$ cat src/rtl/scl_pkg.sv
// Shared types, constants and the command lookup for the serial command line parser.
// No dependencies; imported by every other file in rtl.
`timescale 1ns / 1ps
`default_nettype none

package scl_pkg;

    localparam int LINE_BYTES    = 32;
    localparam int FILL_W        = $clog2(LINE_BYTES);
    localparam int MAX_ARGUMENTS = 8;
    localparam int ARGC_W        = $clog2(MAX_ARGUMENTS + 1);
    localparam int ARGI_W        = $clog2(MAX_ARGUMENTS);
    localparam int NAME_BYTES    = 15;
    localparam int NAMEC_W       = $clog2(NAME_BYTES);
    localparam int VALUE_W       = 31;
    localparam int MUL_W         = VALUE_W + 4;
    localparam int STATUS_W      = 3;
    localparam int CMD_W         = 3;
    localparam int FIFO_DEPTH    = 4;
    localparam int FIFO_PTR_W    = $clog2(FIFO_DEPTH);

    localparam logic [VALUE_W-1:0] VALUE_CAP = {VALUE_W{1'b1}};

    localparam logic [7:0] CHAR_NUL   = 8'h00;
    localparam logic [7:0] CHAR_LF    = 8'h0A;
    localparam logic [7:0] CHAR_CR    = 8'h0D;
    localparam logic [7:0] CHAR_COMMA = 8'h2C;
    localparam logic [7:0] CHAR_ZERO  = 8'h30;
    localparam logic [7:0] CHAR_NINE  = 8'h39;
    localparam logic [7:0] CHAR_C     = 8'h63;
    localparam logic [7:0] CHAR_N     = 8'h6E;
    localparam logic [7:0] CHAR_A     = 8'h61;
    localparam logic [7:0] CHAR_L     = 8'h6C;
    localparam logic [7:0] CHAR_R     = 8'h72;
    localparam logic [7:0] CHAR_Q     = 8'h71;

    // token kinds passed from front to back
    localparam logic [2:0] KIND_DIGIT = 3'd0;
    localparam logic [2:0] KIND_COMMA = 3'd1;
    localparam logic [2:0] KIND_NUL   = 3'd2;
    localparam logic [2:0] KIND_OTHER = 3'd3;
    localparam logic [2:0] KIND_CLEAR = 3'd4;
    localparam logic [2:0] KIND_END   = 3'd5;

    localparam logic [STATUS_W-1:0] ST_OK         = 3'd0;
    localparam logic [STATUS_W-1:0] ST_EMPTY_NAME = 3'd1;
    localparam logic [STATUS_W-1:0] ST_UNEXPECTED = 3'd2;
    localparam logic [STATUS_W-1:0] ST_ARG_COUNT  = 3'd3;
    localparam logic [STATUS_W-1:0] ST_UNKNOWN    = 3'd4;

    localparam logic [CMD_W-1:0] CMD_CN = 3'd0;
    localparam logic [CMD_W-1:0] CMD_CA = 3'd1;
    localparam logic [CMD_W-1:0] CMD_CL = 3'd2;
    localparam logic [CMD_W-1:0] CMD_CR = 3'd3;
    localparam logic [CMD_W-1:0] CMD_CQ = 3'd4;

    typedef struct packed {
        logic [2:0] kind;
        logic [7:0] data;
    } scl_tok_t;

    typedef struct packed {
        logic              hit;
        logic [CMD_W-1:0]  idx;
        logic [ARGC_W-1:0] nargs;
    } scl_cmd_t;

    // second letter of a two-letter command starting with 'c'
    function automatic scl_cmd_t cmd_lookup(input logic [7:0] second);
        scl_cmd_t r;
        r.hit   = 1'b1;
        r.idx   = CMD_CN;
        r.nargs = ARGC_W'(1);
        case (second)
            CHAR_N:  r.idx = CMD_CN;
            CHAR_A:  r.idx = CMD_CA;
            CHAR_L:  r.idx = CMD_CL;
            CHAR_R:
            begin
                r.idx   = CMD_CR;
                r.nargs = ARGC_W'(2);
            end
            CHAR_Q:  r.idx = CMD_CQ;
            default: r.hit = 1'b0;
        endcase
        return r;
    endfunction

endpackage

`default_nettype wire

$ cat src/rtl/serial_command_line_parser.sv
// Serial command line parser: received bytes in, one parse result per argument out.
// Input channel data_valid/data_stall carries data_byte; a transaction is taken at a
// clock edge with valid high and stall low. Output channel result_valid/result_stall
// carries status, command_index, arg_count, arg_index, arg_value and last.
// The front end classifies each byte and queues it (4 entries); the back end consumes
// one queued byte per cycle while it is not emitting results. CR or LF ends the line;
// once the terminator has left the queue the first result is loaded into the output
// register, then one per cycle while result_stall is low: a line gives one or two
// results, last marking the final.
// While results are emitted the back end stops draining the queue, so data_stall
// rises once the queue fills; a stalled result simply holds in the output register.
// A line of more than 31 bytes is dropped together with the overflowing byte.
// Reset clears the fill count, the queue, the parse state and the output valid; no line
// store is kept, so nothing needs clearing.
// Depends on scl_pkg, scl_front, scl_fifo and scl_back.
`timescale 1ns / 1ps
`default_nettype none

module serial_command_line_parser
    import scl_pkg::*;
(
    input  wire logic                 clk,
    input  wire logic                 rst_n,
    input  wire logic                 data_valid,
    output logic                      data_stall,
    input  wire logic [7:0]           data_byte,
    output logic                      result_valid,
    input  wire logic                 result_stall,
    output logic [STATUS_W-1:0]       status,
    output logic [CMD_W-1:0]          command_index,
    output logic [ARGC_W-1:0]         arg_count,
    output logic [ARGI_W-1:0]         arg_index,
    output logic [VALUE_W-1:0]        arg_value,
    output logic                      last
);

    scl_tok_t push_tok;
    scl_tok_t pop_tok;
    logic     push;
    logic     full;
    logic     pop;
    logic     not_empty;

    scl_front u_front (
        .clk        (clk),
        .rst_n      (rst_n),
        .data_valid (data_valid),
        .data_stall (data_stall),
        .data_byte  (data_byte),
        .fifo_full  (full),
        .tok_push   (push),
        .tok        (push_tok)
    );

    scl_fifo u_fifo (
        .clk       (clk),
        .rst_n     (rst_n),
        .push      (push),
        .push_tok  (push_tok),
        .full      (full),
        .pop       (pop),
        .pop_tok   (pop_tok),
        .not_empty (not_empty)
    );

    scl_back u_back (
        .clk           (clk),
        .rst_n         (rst_n),
        .tok           (pop_tok),
        .tok_valid     (not_empty),
        .tok_pop       (pop),
        .result_valid  (result_valid),
        .result_stall  (result_stall),
        .status        (status),
        .command_index (command_index),
        .arg_count     (arg_count),
        .arg_index     (arg_index),
        .arg_value     (arg_value),
        .last          (last)
    );

endmodule

`default_nettype wire

$ cat src/rtl/scl_front.sv
// Front end: takes received bytes, keeps the line fill count and classifies each byte.
// Depends on scl_pkg; feeds scl_fifo.
`timescale 1ns / 1ps
`default_nettype none

module scl_front
    import scl_pkg::*;
(
    input  wire logic       clk,
    input  wire logic       rst_n,
    input  wire logic       data_valid,
    output logic            data_stall,
    input  wire logic [7:0] data_byte,
    input  wire logic       fifo_full,
    output logic            tok_push,
    output scl_tok_t        tok
);

    logic [FILL_W-1:0] fill_reg;
    logic [FILL_W-1:0] fill_next;
    logic              is_term;
    logic              is_full;

    always_comb
    begin
        is_term    = (data_byte == CHAR_CR) || (data_byte == CHAR_LF);
        is_full    = (fill_reg == FILL_W'(LINE_BYTES - 1));
        data_stall = fifo_full;
        tok_push   = data_valid && !fifo_full;
        tok.data   = data_byte;

        if (is_term)
            tok.kind = KIND_END;
        else if (is_full)
            tok.kind = KIND_CLEAR;   // overflow drops the line and this byte
        else if (data_byte inside {[CHAR_ZERO:CHAR_NINE]})
            tok.kind = KIND_DIGIT;
        else if (data_byte == CHAR_COMMA)
            tok.kind = KIND_COMMA;
        else if (data_byte == CHAR_NUL)
            tok.kind = KIND_NUL;
        else
            tok.kind = KIND_OTHER;

        fill_next = fill_reg;
        if (tok_push)
        begin
            if (is_term || is_full)
                fill_next = '0;
            else
                fill_next = fill_reg + FILL_W'(1);
        end
    end

    always_ff @(posedge clk or negedge rst_n)
    begin
        if (!rst_n)
            fill_reg <= '0;
        else
            fill_reg <= fill_next;
    end

endmodule

`default_nettype wire

$ cat src/rtl/scl_fifo.sv
// Short token queue between front and back ends.
// Depends on scl_pkg for the token type and depth.
`timescale 1ns / 1ps
`default_nettype none

module scl_fifo
    import scl_pkg::*;
(
    input  wire logic     clk,
    input  wire logic     rst_n,
    input  wire logic     push,
    input  wire scl_tok_t push_tok,
    output logic          full,
    input  wire logic     pop,
    output scl_tok_t      pop_tok,
    output logic          not_empty
);

    scl_tok_t                mem_reg [FIFO_DEPTH];
    logic [FIFO_PTR_W-1:0]   wr_ptr_reg;
    logic [FIFO_PTR_W-1:0]   rd_ptr_reg;
    logic [FIFO_PTR_W:0]     count_reg;
    logic [FIFO_PTR_W:0]     count_next;
    logic                    do_push;
    logic                    do_pop;

    always_comb
    begin
        full       = (count_reg == (FIFO_PTR_W + 1)'(FIFO_DEPTH));
        not_empty  = (count_reg != '0);
        do_push    = push && !full;
        do_pop     = pop && not_empty;
        pop_tok    = mem_reg[rd_ptr_reg];
        count_next = count_reg;
        if (do_push && !do_pop)
            count_next = count_reg + (FIFO_PTR_W + 1)'(1);
        else if (do_pop && !do_push)
            count_next = count_reg - (FIFO_PTR_W + 1)'(1);
    end

    always_ff @(posedge clk or negedge rst_n)
    begin
        if (!rst_n)
        begin
            wr_ptr_reg <= '0;
            rd_ptr_reg <= '0;
            count_reg  <= '0;
        end
        else
        begin
            if (do_push)
                wr_ptr_reg <= wr_ptr_reg + FIFO_PTR_W'(1);
            if (do_pop)
                rd_ptr_reg <= rd_ptr_reg + FIFO_PTR_W'(1);
            count_reg <= count_next;
        end
    end

    always_ff @(posedge clk)
    begin
        if (do_push)
            mem_reg[wr_ptr_reg] <= push_tok;
    end

endmodule

`default_nettype wire

$ cat src/rtl/scl_back.sv
// Back end: parses the token stream of a line and emits the result transactions.
// Depends on scl_pkg; drained from scl_fifo.
`timescale 1ns / 1ps
`default_nettype none

module scl_back
    import scl_pkg::*;
(
    input  wire logic                 clk,
    input  wire logic                 rst_n,
    input  wire scl_tok_t             tok,
    input  wire logic                 tok_valid,
    output logic                      tok_pop,
    output logic                      result_valid,
    input  wire logic                 result_stall,
    output logic [STATUS_W-1:0]       status,
    output logic [CMD_W-1:0]          command_index,
    output logic [ARGC_W-1:0]         arg_count,
    output logic [ARGI_W-1:0]         arg_index,
    output logic [VALUE_W-1:0]        arg_value,
    output logic                      last
);

    localparam logic S_PARSE = 1'b0;
    localparam logic S_EMIT  = 1'b1;

    logic                 state_reg,    state_next;
    logic [NAMEC_W-1:0]   name_len_reg, name_len_next;
    logic [7:0]           name0_reg,    name0_next;
    logic [7:0]           name1_reg,    name1_next;
    logic                 in_arg_reg,   in_arg_next;
    logic                 in_num_reg,   in_num_next;
    logic                 done_reg,     done_next;
    logic                 ended_reg,    ended_next;
    logic [STATUS_W-1:0]  err_reg,      err_next;
    logic [ARGC_W-1:0]    argc_reg,     argc_next;
    logic [VALUE_W-1:0]   acc_reg,      acc_next;
    logic [VALUE_W-1:0]   vals_reg [MAX_ARGUMENTS];
    logic [VALUE_W-1:0]   vals_next [MAX_ARGUMENTS];

    logic [STATUS_W-1:0]  res_status_reg, res_status_next;
    logic [CMD_W-1:0]     res_cmd_reg,    res_cmd_next;
    logic [ARGC_W-1:0]    res_count_reg,  res_count_next;
    logic [ARGI_W-1:0]    emit_idx_reg,   emit_idx_next;

    logic                 out_valid_reg,  out_valid_next;
    logic [STATUS_W-1:0]  status_reg,     status_next;
    logic [CMD_W-1:0]     cmd_reg,        cmd_next;
    logic [ARGC_W-1:0]    count_reg,      count_next;
    logic [ARGI_W-1:0]    index_reg,      index_next;
    logic [VALUE_W-1:0]   value_reg,      value_next;
    logic                 last_reg,       last_next;

    logic                 arg_go;
    logic                 clear_parse;
    logic                 load_out;
    logic                 emit_last;
    logic [3:0]           digit;
    logic [MUL_W-1:0]     prod;
    logic [ARGC_W-1:0]    argc_fin;
    scl_cmd_t             cmd;

    always_comb
    begin
        state_next      = state_reg;
        name_len_next   = name_len_reg;
        name0_next      = name0_reg;
        name1_next      = name1_reg;
        in_arg_next     = in_arg_reg;
        in_num_next     = in_num_reg;
        done_next       = done_reg;
        ended_next      = ended_reg;
        err_next        = err_reg;
        argc_next       = argc_reg;
        acc_next        = acc_reg;
        vals_next       = vals_reg;
        res_status_next = res_status_reg;
        res_cmd_next    = res_cmd_reg;
        res_count_next  = res_count_reg;
        emit_idx_next   = emit_idx_reg;
        arg_go          = 1'b0;
        clear_parse     = 1'b0;
        argc_fin        = argc_reg;

        digit = tok.data[3:0];
        // acc * 10 + digit; acc never exceeds the cap, so MUL_W bits hold it
        prod  = (MUL_W'(acc_reg) << 3) + (MUL_W'(acc_reg) << 1) + MUL_W'(digit);
        cmd   = cmd_lookup(name1_reg);

        tok_pop = (state_reg == S_PARSE) && tok_valid;

        if (tok_pop)
        begin
            case (tok.kind)
                KIND_CLEAR:
                    clear_parse = 1'b1;
                KIND_END:
                begin
                    if (in_num_reg)
                    begin
                        vals_next[argc_reg[ARGI_W-1:0]] = acc_reg;
                        argc_fin = argc_reg + ARGC_W'(1);
                    end
                    res_cmd_next   = CMD_CN;
                    res_count_next = argc_fin;
                    if (err_reg != ST_OK)
                    begin
                        res_status_next = err_reg;
                        res_count_next  = argc_reg;
                    end
                    else if (name_len_reg == '0)
                        res_status_next = ST_EMPTY_NAME;
                    else if (name_len_reg == NAMEC_W'(2) && name0_reg == CHAR_C && cmd.hit)
                    begin
                        res_cmd_next    = cmd.idx;
                        res_status_next = (argc_fin == cmd.nargs) ? ST_OK : ST_ARG_COUNT;
                    end
                    else
                        res_status_next = ST_UNKNOWN;
                    emit_idx_next = '0;
                    clear_parse   = 1'b1;
                    state_next    = S_EMIT;
                end
                default:
                begin
                    if (err_reg == ST_OK && !ended_reg && !done_reg)
                    begin
                        if (tok.kind == KIND_NUL)
                            ended_next = 1'b1;
                        else if (in_arg_reg)
                            arg_go = 1'b1;
                        else if (tok.kind == KIND_DIGIT || tok.kind == KIND_COMMA)
                        begin
                            if (name_len_reg == '0)
                                err_next = ST_EMPTY_NAME;
                            else
                            begin
                                in_arg_next = 1'b1;
                                arg_go      = 1'b1;
                            end
                        end
                        else if (name_len_reg < NAMEC_W'(NAME_BYTES - 1))
                        begin
                            if (name_len_reg == '0)
                                name0_next = tok.data;
                            if (name_len_reg == NAMEC_W'(1))
                                name1_next = tok.data;
                            name_len_next = name_len_reg + NAMEC_W'(1);
                        end
                        else
                        begin
                            // name cut short: this byte is judged as argument text
                            in_arg_next = 1'b1;
                            arg_go      = 1'b1;
                        end
                    end
                end
            endcase
        end

        if (arg_go)
        begin
            case (tok.kind)
                KIND_DIGIT:
                begin
                    if (in_num_reg)
                        acc_next = (prod > MUL_W'(VALUE_CAP)) ? VALUE_CAP : prod[VALUE_W-1:0];
                    else
                    begin
                        acc_next    = VALUE_W'(digit);
                        in_num_next = 1'b1;
                    end
                end
                KIND_COMMA:
                begin
                    if (in_num_reg)
                    begin
                        vals_next[argc_reg[ARGI_W-1:0]] = acc_reg;
                        argc_next   = argc_reg + ARGC_W'(1);
                        in_num_next = 1'b0;
                        if (argc_reg == ARGC_W'(MAX_ARGUMENTS - 1))
                            done_next = 1'b1;
                    end
                end
                default:
                begin
                    if (in_num_reg)
                    begin
                        vals_next[argc_reg[ARGI_W-1:0]] = acc_reg;
                        argc_next   = argc_reg + ARGC_W'(1);
                        in_num_next = 1'b0;
                    end
                    err_next = ST_UNEXPECTED;
                end
            endcase
        end

        if (clear_parse)
        begin
            name_len_next = '0;
            in_arg_next   = 1'b0;
            in_num_next   = 1'b0;
            done_next     = 1'b0;
            ended_next    = 1'b0;
            err_next      = ST_OK;
            argc_next     = '0;
        end

        // result emission, one transaction per cycle through the output register while result_stall is low
        load_out  = (state_reg == S_EMIT) && (!out_valid_reg || !result_stall);
        emit_last = (res_status_reg != ST_OK) || (res_count_reg == '0)
                    || (ARGC_W'(emit_idx_reg) == res_count_reg - ARGC_W'(1));

        out_valid_next = out_valid_reg && result_stall;
        status_next    = status_reg;
        cmd_next       = cmd_reg;
        count_next     = count_reg;
        index_next     = index_reg;
        value_next     = value_reg;
        last_next      = last_reg;

        if (load_out)
        begin
            out_valid_next = 1'b1;
            status_next    = res_status_reg;
            cmd_next       = res_cmd_reg;
            count_next     = res_count_reg;
            index_next     = emit_idx_reg;
            value_next     = (res_status_reg == ST_OK && res_count_reg != '0)
                             ? vals_reg[emit_idx_reg] : '0;
            last_next      = emit_last;
            if (emit_last)
                state_next = S_PARSE;
            else
                emit_idx_next = emit_idx_reg + ARGI_W'(1);
        end

        result_valid  = out_valid_reg;
        status        = status_reg;
        command_index = cmd_reg;
        arg_count     = count_reg;
        arg_index     = index_reg;
        arg_value     = value_reg;
        last          = last_reg;
    end

    always_ff @(posedge clk or negedge rst_n)
    begin
        if (!rst_n)
        begin
            state_reg     <= S_PARSE;
            name_len_reg  <= '0;
            in_arg_reg    <= 1'b0;
            in_num_reg    <= 1'b0;
            done_reg      <= 1'b0;
            ended_reg     <= 1'b0;
            err_reg       <= ST_OK;
            argc_reg      <= '0;
            out_valid_reg <= 1'b0;
        end
        else
        begin
            state_reg     <= state_next;
            name_len_reg  <= name_len_next;
            in_arg_reg    <= in_arg_next;
            in_num_reg    <= in_num_next;
            done_reg      <= done_next;
            ended_reg     <= ended_next;
            err_reg       <= err_next;
            argc_reg      <= argc_next;
            out_valid_reg <= out_valid_next;
        end
    end

    always_ff @(posedge clk)
    begin
        name0_reg      <= name0_next;
        name1_reg      <= name1_next;
        acc_reg        <= acc_next;
        vals_reg       <= vals_next;
        res_status_reg <= res_status_next;
        res_cmd_reg    <= res_cmd_next;
        res_count_reg  <= res_count_next;
        emit_idx_reg   <= emit_idx_next;
        status_reg     <= status_next;
        cmd_reg        <= cmd_next;
        count_reg      <= count_next;
        index_reg      <= index_next;
        value_reg      <= value_next;
        last_reg       <= last_next;
    end

endmodule

`default_nettype wire

$ cat config.mk
export PLATFORM = sky130hd
export DESIGN_NAME = serial_command_line_parser
export DESIGN_NICKNAME = d
export VERILOG_FILES = /design/src/rtl/scl_pkg.sv /design/src/rtl/serial_command_line_parser.sv /design/src/rtl/scl_front.sv /design/src/rtl/scl_fifo.sv /design/src/rtl/scl_back.sv
export SDC_FILE = /design/constraint.sdc
export NUM_CORES = 1
export LEC_CHECK = 0
export BUFFER_PORTS_ARGS = -buffer_cell sky130_fd_sc_hd__buf_2
export CAP_MARGIN = 5
export CORE_UTILIZATION = 25
export CTS_CLUSTER_DIAMETER = 40
export DETAILED_ROUTE_END_ITERATION = 10
export MAX_ROUTING_LAYER = met4
export PLACE_DENSITY = 0.46
export RECOVER_POWER = 50
export SETUP_SLACK_MARGIN = 0.2
export SLEW_MARGIN = 40
export SYNTH_ARGS = -nofsm -noshare
export SYNTH_HDL_FRONTEND = slang
export SYNTH_SLANG_ARGS = --single-unit
export TNS_END_PERCENT = 50
$ cat constraint.sdc
create_clock -name clk -period 4.5 [get_ports clk]
set_input_delay 0.675 -clock clk [delete_from_list [all_inputs] [get_ports clk]]
set_output_delay 0.675 -clock clk [all_outputs]
set_load 0.02 [all_outputs]
Yosys cells after proc, flatten, opt, wreduce, memory -nomap -nowiden
Memory sizes are Yosys's and may differ from the RTL's. Index checks and enable logic that the tools add are counted. W data, S select, Z words.

Muxes and demuxes: 94. Reductions and logical operators: 60. Bitwise operators: 8. Equal/unequal tests: 25. Add/subtract/negate cells: 11. $lt $le $gt $ge: 7.

Operator list (count): $mux W248 (6); $bwmux W248 (2); $mux W31 (4); $bmux W31 S3 (1); $demux W31 S3 (1); $mux W3 (23); $mux W4 (16); $eq A8 B7 Y1 const B (6); $mux W1 (37); $add A34 B32 Y35 (1); $add A35 B4 Y35 (1); $gt A35 B31 Y1 const B (1); $reduce_bool A2 Y1 (9); $eq A8 B4 Y1 const B (2); $reduce_and A8 Y1 (2); $logic_and A1 B1 Y1 (15); $pmux W3 S4 (1); $reduce_and A4 Y1 (3); $eq A3 B3 Y1 const B (3); $logic_not A3 Y1 (3); $reduce_bool A3 Y1 (3); $add A4 B1 Y4 const B (2); $eq A8 B6 Y1 const B (1); $ge A4 B4 Y1 const B (2); 33 further kinds (60).

Memory bits (writable): 44. Register bits: 382. Logic and storage cells: 241. Input bits: 12. Memories: 1. Output and inout port bits: 47.

Memory list: u_fifo.mem_reg (words 4, width 11, rd ports 1, clocked after Yosys merged registers in 0, wr ports 1, line scl_fifo.sv:19) `scl_tok_t mem_reg [FIFO_DEPTH];`.

Longest topological paths before layout
Gate-level depths: netlist of the first run.

Depth after elaboration: 13. Mapped depth: 15. Gate-level depth less buffers: 13.

By module
From an unflattened synthesis of the first run, not the netlist that was laid out.

Cells, all modules: 1449. Area total of the unflattened synthesis: 19291.0 µm².

Modules (own cells, without submodules): scl_back (cells an instance 1301, seq. area each 8513.2 µm², times used 1, area an instance 16776.1 µm²); scl_fifo (cells an instance 92, seq. area each 1496.4 µm², times used 1, area an instance 2055.7 µm²); scl_front (cells an instance 56, seq. area each 125.1 µm², times used 1, area an instance 459.2 µm²).

Worst setup path before layout of the first run
Ideal clock, no wire load.

Path type: input port to flip-flop. Start point: input port result_stall. End point: register u_back.emit_idx_reg[2]. Required time: 4.411 ns. Arrival: 5.094 ns. Stages on the path: 5. Buffers on the path: 0. Library setup time: 0.089 ns. Setup slack: -0.683 ns. Path through: a21boi_0 -> nand2b_1 -> mux2i_1 -> nand2_1 -> o21ai_0.

Longest elaborated chain between the ends: 4.

RTL lines: start, declared (line serial_command_line_parser.sv:28) `input wire logic result_stall,`; $logic_not A1 Y1 (line scl_back.sv:210) `load_out = (state_reg == S_EMIT) && (!out_valid_reg || !result_stall);`; $logic_or A1 B1 Y1 (line scl_back.sv:210); $logic_and A1 B1 Y1 (line scl_back.sv:210); $mux W3 (line scl_back.sv:222) `if (load_out)`; named net u_back.emit_idx_next[2] (line scl_back.sv:44) `logic [ARGI_W-1:0] emit_idx_reg, emit_idx_next;`; end signal, assigned (line scl_back.sv:284) `emit_idx_reg <= emit_idx_next;`; end, declared (line scl_back.sv:44).

The timed path passes the listed nets, and every way through them passes these cells. A chain may end at the register's enable or synchronous reset.

==> impl_results.md, run 1 <==
* Worst EP required at 4.97 ns
* CORE AREA at 0.07608 sq mm
* Share of cells above drive strength 1 at 31.48%
* DRC Markers at 0
* Reg clk slew, reported paths at 0.05 ns
* Root Driver: clkbuf_16
* First-pass GRT wire length at 72150 um
* Initial Util at 25.28%
* Reg2reg start: u_fifo.rd_ptr_reg[0]
* CP Capture Point: u_back.acc_reg[3]
* Overall routed net length at 45430 um
* Yosys warns at 0
* Hpwl dp at 29270 um
* Highest Clock Rate at 247.3 MHz
* Input/output buffers at 58
* Die span in y at 279.4 um
* Post-synthesis sequential area ratio at 52.70%
* Leading cell type in the layout, fill and taps excluded: dfxtp_1
* CTS tree: yes
* Antenna Cells at 0
* Syn Nets at 1521
* Cell depth of the worst flop-to-flop path at 14
* Crit path launch: u_fifo.rd_ptr_reg[0]
* Worst Setup Start Kind: flop
* Leakage at 8.991 nW
* RR Endpoint: u_back.acc_reg[3]
* Worst Path Max Fanout at 13
* CTS buffer count at 80
* Rel. slew slack at -51.48%
* Final min period at 4.044 ns
* Max-cap check violation count at 4
* H-tree levels at 3
* Routed Antenna Nets at 0
* Mean Syn Cell Area at 13.45 sq um
* Crit Path Category: flop to flop
* Finish-stage setup viols at 0
* Clock sink count at 426
* Fin crit share at 89.86%
* GR Util All Layers at 12.22%
* Asr flop ratio synth at 6.808%
* Total power at 13.22 mW
* Gpl congestion at 0.8356
* Result of the run: complete, but fails checks
* Setup TNS Final at 0 ns
* Cell count after synthesis at 1430
* Initial drt markers at 398
* Slew Viols, Final at 113
* Synth Flop Type: dfxtp_1
* Critical Path End Type: flop
* Wire per inst at 17.27 um
* Least-Margin Pin Slew at 2.272 ns
* Row Count at 101
* Max clock buf depth at 3
* Vias at 11.78k
* CTS Hold Bufs at 0
* Die area at 0.07804 sq mm
* Mapped cell area at 0.01923 sq mm
* GRT Residual Overflow at 0
* Min-delay worst type: input port to flop
* Layout net count at 1624
* Vias in the first global route at 12.51k
* Initial antenna violation count at 0
* Final core occ at 30.95%
* Arr. time, crit path at 4.51 ns
* Die X at 279.4 um
* Largest net degree at the start of global routing at 39
* EDFF count, synth at 146
* Clock Skew at 0.02870 ns
* I/O pin count at 59
* 1st-pass router iterations at 5
* Violated checks: capacitance limit, slew limit
* Maximum vdd ir drop at 0.2902 mV
* Drt via density at 4.478
* RSZ-0062 raised after global routing: false
* Area delta synth->final at 22.45%
* Yosys cell types at 68
* Yosys reg bits at 426
* Clk_lat worst skew at 0.62 ns
* Max FFs per register at 248
* Fin. Hold Viols at 0
* R2R Setup Slk at 0.46 ns
* Pwr Density at 561.6 mW/mm^2
* Most frequent cells in the layout: 250 x dfxtp_1, 208 x mux2_2, 146 x edfxtp_1, 84 x clkbuf_16, 78 x nor2_1
[per-layer routing]
layer / GRT usage [%] / vias up / wire (um)
met3: 2.585 / 75 / 1677
met1: 14.93 / 5923 / 20680
met4: 4.536 / 0 / 1066
met2: 19.77 / 177 / 22000
met5: - / - / 0
li1: - / 5606 / -
[stage by stage]
step                cell area [sq um]  worst slack (ns)  hold slack (ns)  cells
global route                    23550            0.2016           0.2715   2631
global placement                20840            0.3476           0.4114   2480
finish                          23550            0.4563           0.2783   2631
floorplan                       19230          0.007516           0.3794   1430
CTS                             23630            0.2573           0.1267   2630
detailed placement              20840            0.2885           0.4070   2480
[cell type report]
class | count | area [sq um]
clock buffers | 97 | 2201
clock inverters | 53 | 589.3
fillers | 7711 | 52530
inverters | 27 | 101.3
multi-input cells | 908 | 8758
flip-flops and latches | 426 | 10140
well taps | 1030 | 1289
repair buffers | 90 | 474.2
[critical path, stage by stage (launching register included)]
cell	delay [ns]
dfrtp_1	0.41
mux4_2	0.58
ha_1	0.31
ha_1	0.17
inv_1	0.07
fa_1	0.46
nand2b_1	0.19
a21oi_2	0.18
o2111ai_1	0.21
nand2_2	0.17
a41oi_2	0.17
or2_2	0.34
o2111ai_2	0.20
buf_4	0.24
a2bb2oi_1	0.17
[Yosys cell counts, types with 5 or more instances]
master,count,area share [%]
o21a_1,30,1.2
inv_1,27,0.53
nor3_1,13,0.34
buf_2,22,0.57
o31ai_1,6,0.23
xnor2_1,19,0.87
edfxtp_1,146,23
dfrtp_1,29,3.8
mux2i_1,35,1.8
nor2b_1,7,0.23
a21o_1,10,0.39
ha_1,76,4.9
or3_1,8,0.26
mux2_4,30,2.3
nand3b_1,5,0.20
a21oi_1,42,1.1
mux2_1,13,0.76
nor2_1,84,1.6
and3_1,8,0.26
a211oi_1,9,0.35
and2_1,8,0.26
buf_1,11,0.21
dfxtp_1,251,26
nand3_1,18,0.47
xor2_1,22,1.0
o21ai_0,45,1.2
nand2b_1,11,0.36
nand4_1,6,0.20
clkbuf_1,33,0.64
mux4_2,73,8.5
o211ai_1,6,0.23
mux2_2,208,12
nand2_1,55,1.1
[power by group]
part / total (mW) / internal, mW / switching (mW)
registers: 4.88 / 4.56 / 0.323
clock network: 6.11 / 3.99 / 2.13
logic: 2.23 / 0.969 / 1.26
[worst min-delay path by stage]
stage / startpoint / end / slack (ns) / cells after the start
after floorplan: rst_n / u_back.argc_reg[0] / 0.38 / 0
after global placement: u_back.res_cmd_reg[0] / u_back.command_index[0] / 0.41 / 0
after detailed placement: u_back.res_cmd_reg[0] / u_back.command_index[0] / 0.41 / 0
after CTS: rst_n / u_fifo.rd_ptr_reg[1] / 0.13 / 1
after global routing: result_stall / u_back.result_valid / 0.27 / 2
final: result_stall / u_back.result_valid / 0.28 / 2
[repair_timing]
| action | 4_1_cts | 5_1_grt |
|---|---|---|
| resized for setup | 0 | 7 |
| setup endpoints to repair | 0 | 31 |
| buffers inserted | 0 | 1 |
[cell families after synthesis]
logic type	after synthesis	synth area share, %
flip-flops	426	52.70
AND/OR/NAND/NOR	245	6.187
AO/OA/AOI/OAI	184	6.200
adder cells (fa/ha/maj)	79	5.257
buffers and inverters	96	2.134
multiplexers	359	25.65
XOR/XNOR	41	1.867
Note: power is estimated with default switching activity, not from simulation.
==> run 2, diff against run 1 <==
CELL_PAD_IN_SITES_DETAIL_PLACEMENT = 1   (was default)
CELL_PAD_IN_SITES_GLOBAL_PLACEMENT = 1   (was default)
PLACE_DENSITY = 0.52   (was 0.46)
==> impl_results.md, run 2 (synthesis results as in run 1) <==
* Result of the run: complete, but fails checks
* Violated checks: capacitance limit, slew limit
* Clk_lat worst skew at 0.63 ns (about the same)
* Die span in y at 279.4 um (unchanged)
* Fin crit share at 93.00% (+3.1 points)
* Initial drt markers at 456 (+15%)
* CTS buffer count at 86 (+7.5%)
* Setup TNS Final at 0 ns (unchanged)
* Max clock buf depth at 3 (unchanged)
* Crit path largest cell delay at 0.58 ns (about the same)
* Gpl congestion at 0.8060 (-3.5%)
* Pwr Density at 567.5 mW/mm^2 (+1.1%)
* Maximum vdd ir drop at 0.2686 mV (-7.4%)
* Die X at 279.4 um (unchanged)
* Met2 usage at 22.39% (+2.6 points)
* Root Driver: clkbuf_16
* Slowest CP cell: mux4_2
* GRT Residual Overflow at 0 (unchanged)
* Input/output buffers at 58 (unchanged)
* Worst Setup Start Kind: flop
* First-pass GRT wire length at 77400 um (+7.3%)
* Initial antenna violation count at 0 (unchanged)
* Leading cell type in the layout, fill and taps excluded: dfxtp_1
* Critical Path End Type: flop
* CP Cell Sequence: mux4_2 > inv_2 > fa_1 > inv_1 > ha_4 > a21oi_2 > o211ai_1 > a32o_2 > o2111a_1 > nor2_2 > mux2i_2 > o2111ai_4 > clkbuf_16 > o31a_1
* CORE AREA at 0.07608 sq mm (unchanged)
* Clock Skew at 0.03023 ns (+0.001524 ns)
* Max FFs per register at 248 (unchanged)
* Clk network pwr share at 46.8% (+0.6 points)
* Switching share of total power at 28.50% (+0.44 points)
* Gr busiest metal: met2
* Met1 Track Usage GR at 14.80% (-0.13 points)
* Area delta synth->final at 24.01%
* Wire per inst at 18.39 um (+6.5%)
* Leakage at 9.110 nW (+1.3%)
* Reg clk slew, reported paths at 0.05 ns (about the same)
* DRC Markers at 0 (unchanged)
* P_sw at 3.858 mW (+4.0%)
* RSZ-0062 raised after global routing: false
* Antenna Cells at 0 (unchanged)
* Finish-stage setup viols at 0 (unchanged)
* Cell depth of the worst flop-to-flop path at 14 (unchanged)
* Hpwl dp at 31490 um (+7.6%)
* Least-Margin Pin Slew at 2.847 ns (+0.5749 ns)
* Slew Viols, Final at 127 (+12%)
* Arr. time, crit path at 4.54 ns (+0.03 ns)
* Worst EP required at 4.86 ns (-0.11 ns)
* CTS tree: yes
* 1st-pass router iterations at 4 (-1)
* Highest Clock Rate at 238.9 MHz (-3.4%)
* Post-route cell area at 0.02385 sq mm (+1.3%)
* Max-cap check violation count at 5 (+1)
* Row Count at 101 (unchanged)
* Layout net count at 1638 (+0.86%)
* Share of cells above drive strength 1 at 32.59% (+1.1 points)
* Most frequent cells in the layout: 249 x dfxtp_1, 208 x mux2_2, 146 x edfxtp_1, 89 x clkbuf_16, 77 x nor2_1
* Min-delay worst type: input port to flop
* Clock sink count at 426 (unchanged)
* Worst hold path stage count at 2 (unchanged)
* Crit Path Category: flop to flop
* Vias at 11.97k (+1.6%)
* Routed Antenna Nets at 0 (unchanged)
* I/O pin count at 59 (unchanged)
* Largest net degree at the start of global routing at 37 (-5.1%)
* Vias in the first global route at 13.58k (+8.5%)
* Drt via density at 4.516 (+0.86%)
* Initial Util at 25.28% (unchanged)
* Final min period at 4.185 ns (+0.1414 ns)
* GR Util met3 at 2.752% (+0.17 points)
* Rel. slew slack at -91.50% (-40 points)
* Combinational Power Share at 17.3% (+0.4 points)
* Die area at 0.07804 sq mm (unchanged)
* Internal power at 9.677 mW (+1.7%)
* Reg power frac at 35.9% (-1.0 points)
* DP Area at 0.02084 sq mm (about the same)
* Worst Path Max Fanout at 4 (-9)
* H-tree levels at 3 (unchanged)
* GR Util All Layers at 13.09% (+0.88 points)
* Fin. Hold Viols at 0 (unchanged)
* Overall routed net length at 48750 um (+7.3%)
run 2: cell count changes in the layout (fill, tap and decap cells not counted), moves of 2 or more:
cell        delta
clkinv_8       -2
buf_8          +2
clkinvlp_4     +4
clkinv_2       -2
clkbuf_2       +2
clkbuf_1       +3
clkbuf_16      +5
run 2: final timing paths:
| kind | startpoint | slack [ns] | endpoint |
|---|---|---|---|
| max | u_fifo.rd_ptr_reg[0] | 0.31 | u_back.acc_reg[1] |
| min | result_stall | 0.28 | u_back.result_valid |
| max reg2reg | u_fifo.rd_ptr_reg[0] | 0.31 | u_back.acc_reg[1] |
| min reg2reg | u_back.res_cmd_reg[2] | 0.43 | u_back.command_index[2] |
| max in group asynchronous | rst_n | 2.30 | u_back.err_reg[2] |
| min in group asynchronous | rst_n | 1.09 | u_fifo.rd_ptr_reg[0] |
run 2: worst max-delay path, delay by kind of cell, from the launching register on:
kind | cells | cell delay [ns]
buffers and inverters | 3 | 0.46
AOI/OAI and AO/OA | 6 | 1.35
muxes | 2 | 0.88
adders and majority gates | 2 | 0.65
DFF | 1 | 0.43
and+or+nand+nor | 1 | 0.14
run 2: power by group through the flow:
stage / sequential (mW) / clock [mW] / combinational [mW]
3_3_place_gp: 4.92 / 0 / 2.32
4_1_cts: 4.87 / 6.51 / 2.40
3_5_place_dp: 4.94 / 0 / 2.39
5_1_grt: 4.92 / 6.69 / 2.61
6_report: 4.86 / 6.33 / 2.35
2_1_floorplan: 4.92 / 0 / 1.62
run 2: what timing repair did:
item,CTS,global route
hold buffers,0,1
resized for setup,3,23
pin swaps,0,10
setup endpoints to repair,9,31
buffers inserted,0,6
hold endpoints to repair,0,9
cloned,0,2
run 2: stage by stage:
step | power (mW) | utilization, % | hold slack [ns] | instances | setup WS (ns)
final | 13.53 | 31.35 | 0.2826 | 2650 | 0.3148
after global routing | 14.23 | 31.35 | 0.2595 | 2650 | 0.1518
after detailed placement | 7.324 | 27.40 | 0.4276 | 2480 | 0.1916
after global placement | 7.240 | 27.36 | 0.4178 | 2479 | 0.3251
after floorplan | 6.538 | - | 0.3794 | 1430 | 0.007516
after CTS | 13.78 | 31.25 | 0.1130 | 2641 | 0.2131
run 2: routing by layer:
metal | part of all wire (%) | wire [um] | vias to the layer above
met5 | 0 | 0 | -
met4 | 3.6 | 1755 | 0
met3 | 3.4 | 1672 | 122
met2 | 50 | 24410 | 167
met1 | 43 | 20900 | 6064
li1 | - | - | 5615
run 2: layout make-up:
| type | count | area (sq um) |
|---|---|---|
| fill | 8199 | 52230 |
| multi-input combinational | 908 | 8815 |
| tap | 1030 | 1289 |
| clock buffer | 104 | 2302 |
| clock inverter | 57 | 623.1 |
| timing repair buffer | 98 | 579.3 |
| inverter | 27 | 101.3 |
| sequential | 426 | 10140 |
==> run 3, diff against run 2 <==
MAX_ROUTING_LAYER = default   (was met4)
PLACE_DENSITY = 0.5   (was 0.52)
clock period = 5.4 ns   (was 4.5 ns; I/O delays follow)
==> impl_results.md, run 3 (synthesis results as in run 1) <==
* Result of the run: complete, but fails checks
* Violated checks: capacitance limit, slew limit
* Row Count at 101 (unchanged)
* Final core occ at 31.05% (-0.30 points)
* Min-delay worst type: flop to flop
* Antenna Cells at 0 (unchanged)
* Reg2reg start: u_fifo.rd_ptr_reg[0]
* Layout net count at 1621 (-1.0%)
* Reg power frac at 36.0% (about the same)
* Die area at 0.07804 sq mm (unchanged)
* Clk_lat worst skew at 0.63 ns (about the same)
* First-pass GRT wire length at 76780 um (-0.80%)
* Pre-CTS setup slack at 0.7987 ns (+0.6070 ns)
* Filler instances at 8205 (+0.073%)
* Clock sink count at 426 (unchanged)
* Internal power at 8.092 mW (-16%)
* Post-CTS Setup Repair Bufs at 0 (unchanged)
* RSZ-0062 raised after global routing: false
* Wire per inst at 18.48 um (+0.49%)
* Final min period at 4.606 ns (+0.4212 ns)
* Max-cap check violation count at 8 (+3)
* Root Driver: clkbuf_16
* Clk network pwr share at 47.4% (+0.6 points)
* Leading cell type in the layout, fill and taps excluded: dfxtp_1
* Overall routed net length at 48650 um (-0.19%)
* Rel. slew slack at -46.21% (+45 points)
* Input/output buffers at 58 (unchanged)
* Largest net degree at the start of global routing at 42 (+14%)
* Crit Path Category: flop to flop
* Worst Path Max Fanout at 31 (+27)
* Setup TNS Final at 0 ns (unchanged)
* I/O pin count at 59 (unchanged)
* DRC Markers at 0 (unchanged)
* Least-Margin Pin Slew at 2.193 ns (-0.6538 ns)
* Hpwl dp at 30700 um (-2.5%)
* Switching share of total power at 28.36% (-0.15 points)
* CTS buffer count at 86 (unchanged)
* Fin crit share at 85.30% (-7.7 points)
* Slew Viols, Final at 235 (+85%)
* Share of cells above drive strength 1 at 31.02% (-1.6 points)
* Maximum vdd ir drop at 0.2227 mV (-17%)
* Routed Antenna Nets at 0 (unchanged)
* Worst EP required at 5.85 ns (+0.99 ns)
* Combinational Power Share at 16.7% (-0.6 points)
* Finish-stage setup viols at 0 (unchanged)
* Reg clk slew, reported paths at 0.05 ns (about the same)
* Post-route setup slack at 0.7936 ns (+0.4788 ns)
* Clock Skew at 0.03305 ns (+0.002824 ns)
* Vias in the first global route at 13.20k (-2.8%)
* Vias at 11.89k (-0.64%)
* Area delta synth->final at 22.83%
* Max FFs per register at 248 (unchanged)
* Initial antenna violation count at 0 (unchanged)
* Gpl congestion at 0.7651 (-5.1%)
* Crit path launch: u_fifo.rd_ptr_reg[0]
* Pwr Density at 478.2 mW/mm^2 (-16%)
* Total power at 11.30 mW (-17%)
* Most frequent cells in the layout: 251 x dfxtp_1, 208 x mux2_2, 146 x edfxtp_1, 89 x clkbuf_16, 78 x nor2_1
* Drt via density at 4.518 (about the same)
* Start point of the worst hold path: u_back.res_cmd_reg[1]
* Initial Util at 25.28% (unchanged)
* CORE AREA at 0.07608 sq mm (unchanged)
* 1st-pass router iterations at 4 (unchanged)
* H-tree levels at 3 (unchanged)
* Die span in y at 279.4 um (unchanged)
* Critical Path End Type: flop
* Initial drt markers at 415 (-9.0%)
* CTS tree: yes
* GRT Residual Overflow at 0 (unchanged)
* Max clock buf depth at 3 (unchanged)
* Worst Setup Start Kind: flop
* Post_cts resized at 0 (-3)
* Highest Clock Rate at 217.1 MHz (-9.1%)
* P_sw at 3.203 mW (-17%)
* Fin. Hold Viols at 0 (unchanged)
* Leakage at 9.007 nW (-1.1%)
* Arr. time, crit path at 5.06 ns (+0.52 ns)
* Die X at 279.4 um (unchanged)
* GR Util All Layers at 12.69% (-0.41 points)
* CTS Hold Bufs at 0 (unchanged)
==> run 3: final timing paths <==
kind                       slack (ns)  depth (start not counted)                 endpoint
max in group asynchronous        3.63                          1       u_back.argc_reg[1]
min                              0.41                          0  u_back.command_index[1]
max reg2reg                      0.79                         14        u_back.acc_reg[3]
min reg2reg                      0.41                          0  u_back.command_index[1]
min in group asynchronous        0.68                          1     u_fifo.rd_ptr_reg[0]
max                              0.79                         14        u_back.acc_reg[3]
==> run 3: area by class of cell <==
class	count	area, sq um	area share, %
Sequential cell	426	10130	42.90
Tap cell	1030	1289	5.456
Clock inverter	56	626.9	2.654
Clock buffer	104	2323	9.836
Inverter	27	101.3	0.4290
Timing Repair Buffer	81	409.1	1.732
Multi-Input combinational cell	908	8737	36.99
==> run 3: metal layers <==
| layer | share of wire [%] | global-route usage [%] | vias up |
|---|---|---|---|
| met5 | 0 | 0 | - |
| met4 | 2.4 | 4.635 | 0 |
| met3 | 3.3 | 2.527 | 77 |
| met2 | 49 | 21.67 | 151 |
| met1 | 45 | 15.77 | 6071 |
| li1 | - | - | 5592 |
==> run 3: stage by stage <==
| step | std cells | hold slack, ns | cell area, sq um |
|---|---|---|---|
| 2_1_floorplan | 1430 | 0.4003 | 19230 |
| 6_report | 2632 | 0.4108 | 23620 |
| 3_5_place_dp | 2472 | 0.4167 | 20810 |
| 3_3_place_gp | 2470 | 0.4076 | 20770 |
| 5_1_grt | 2632 | 0.4055 | 23620 |
| 4_1_cts | 2632 | 0.2623 | 23760 |
==> run 3: worst max-delay path: stages, from the launching register on <==
cell	delay (ns)
dfrtp_1	0.54
mux4_2	0.60
ha_1	0.31
ha_1	0.17
inv_1	0.06
fa_1	0.45
nand2b_1	0.18
a21oi_1	0.26
o2111ai_1	0.23
nand2_1	0.21
a41oi_1	0.22
or2_2	0.36
o2111ai_2	0.17
buf_4	0.42
a2bb2oi_1	0.23
==> run 3: power groups by stage <==
stage | Sequential (mW) | Combinational (mW) | Clock [mW]
after floorplan | 4.10 | 1.35 | 0
after CTS | 4.07 | 1.99 | 5.50
after global placement | 4.12 | 1.92 | 0
after global routing | 4.11 | 2.10 | 5.66
final | 4.06 | 1.88 | 5.35
after detailed placement | 4.12 | 1.98 | 0
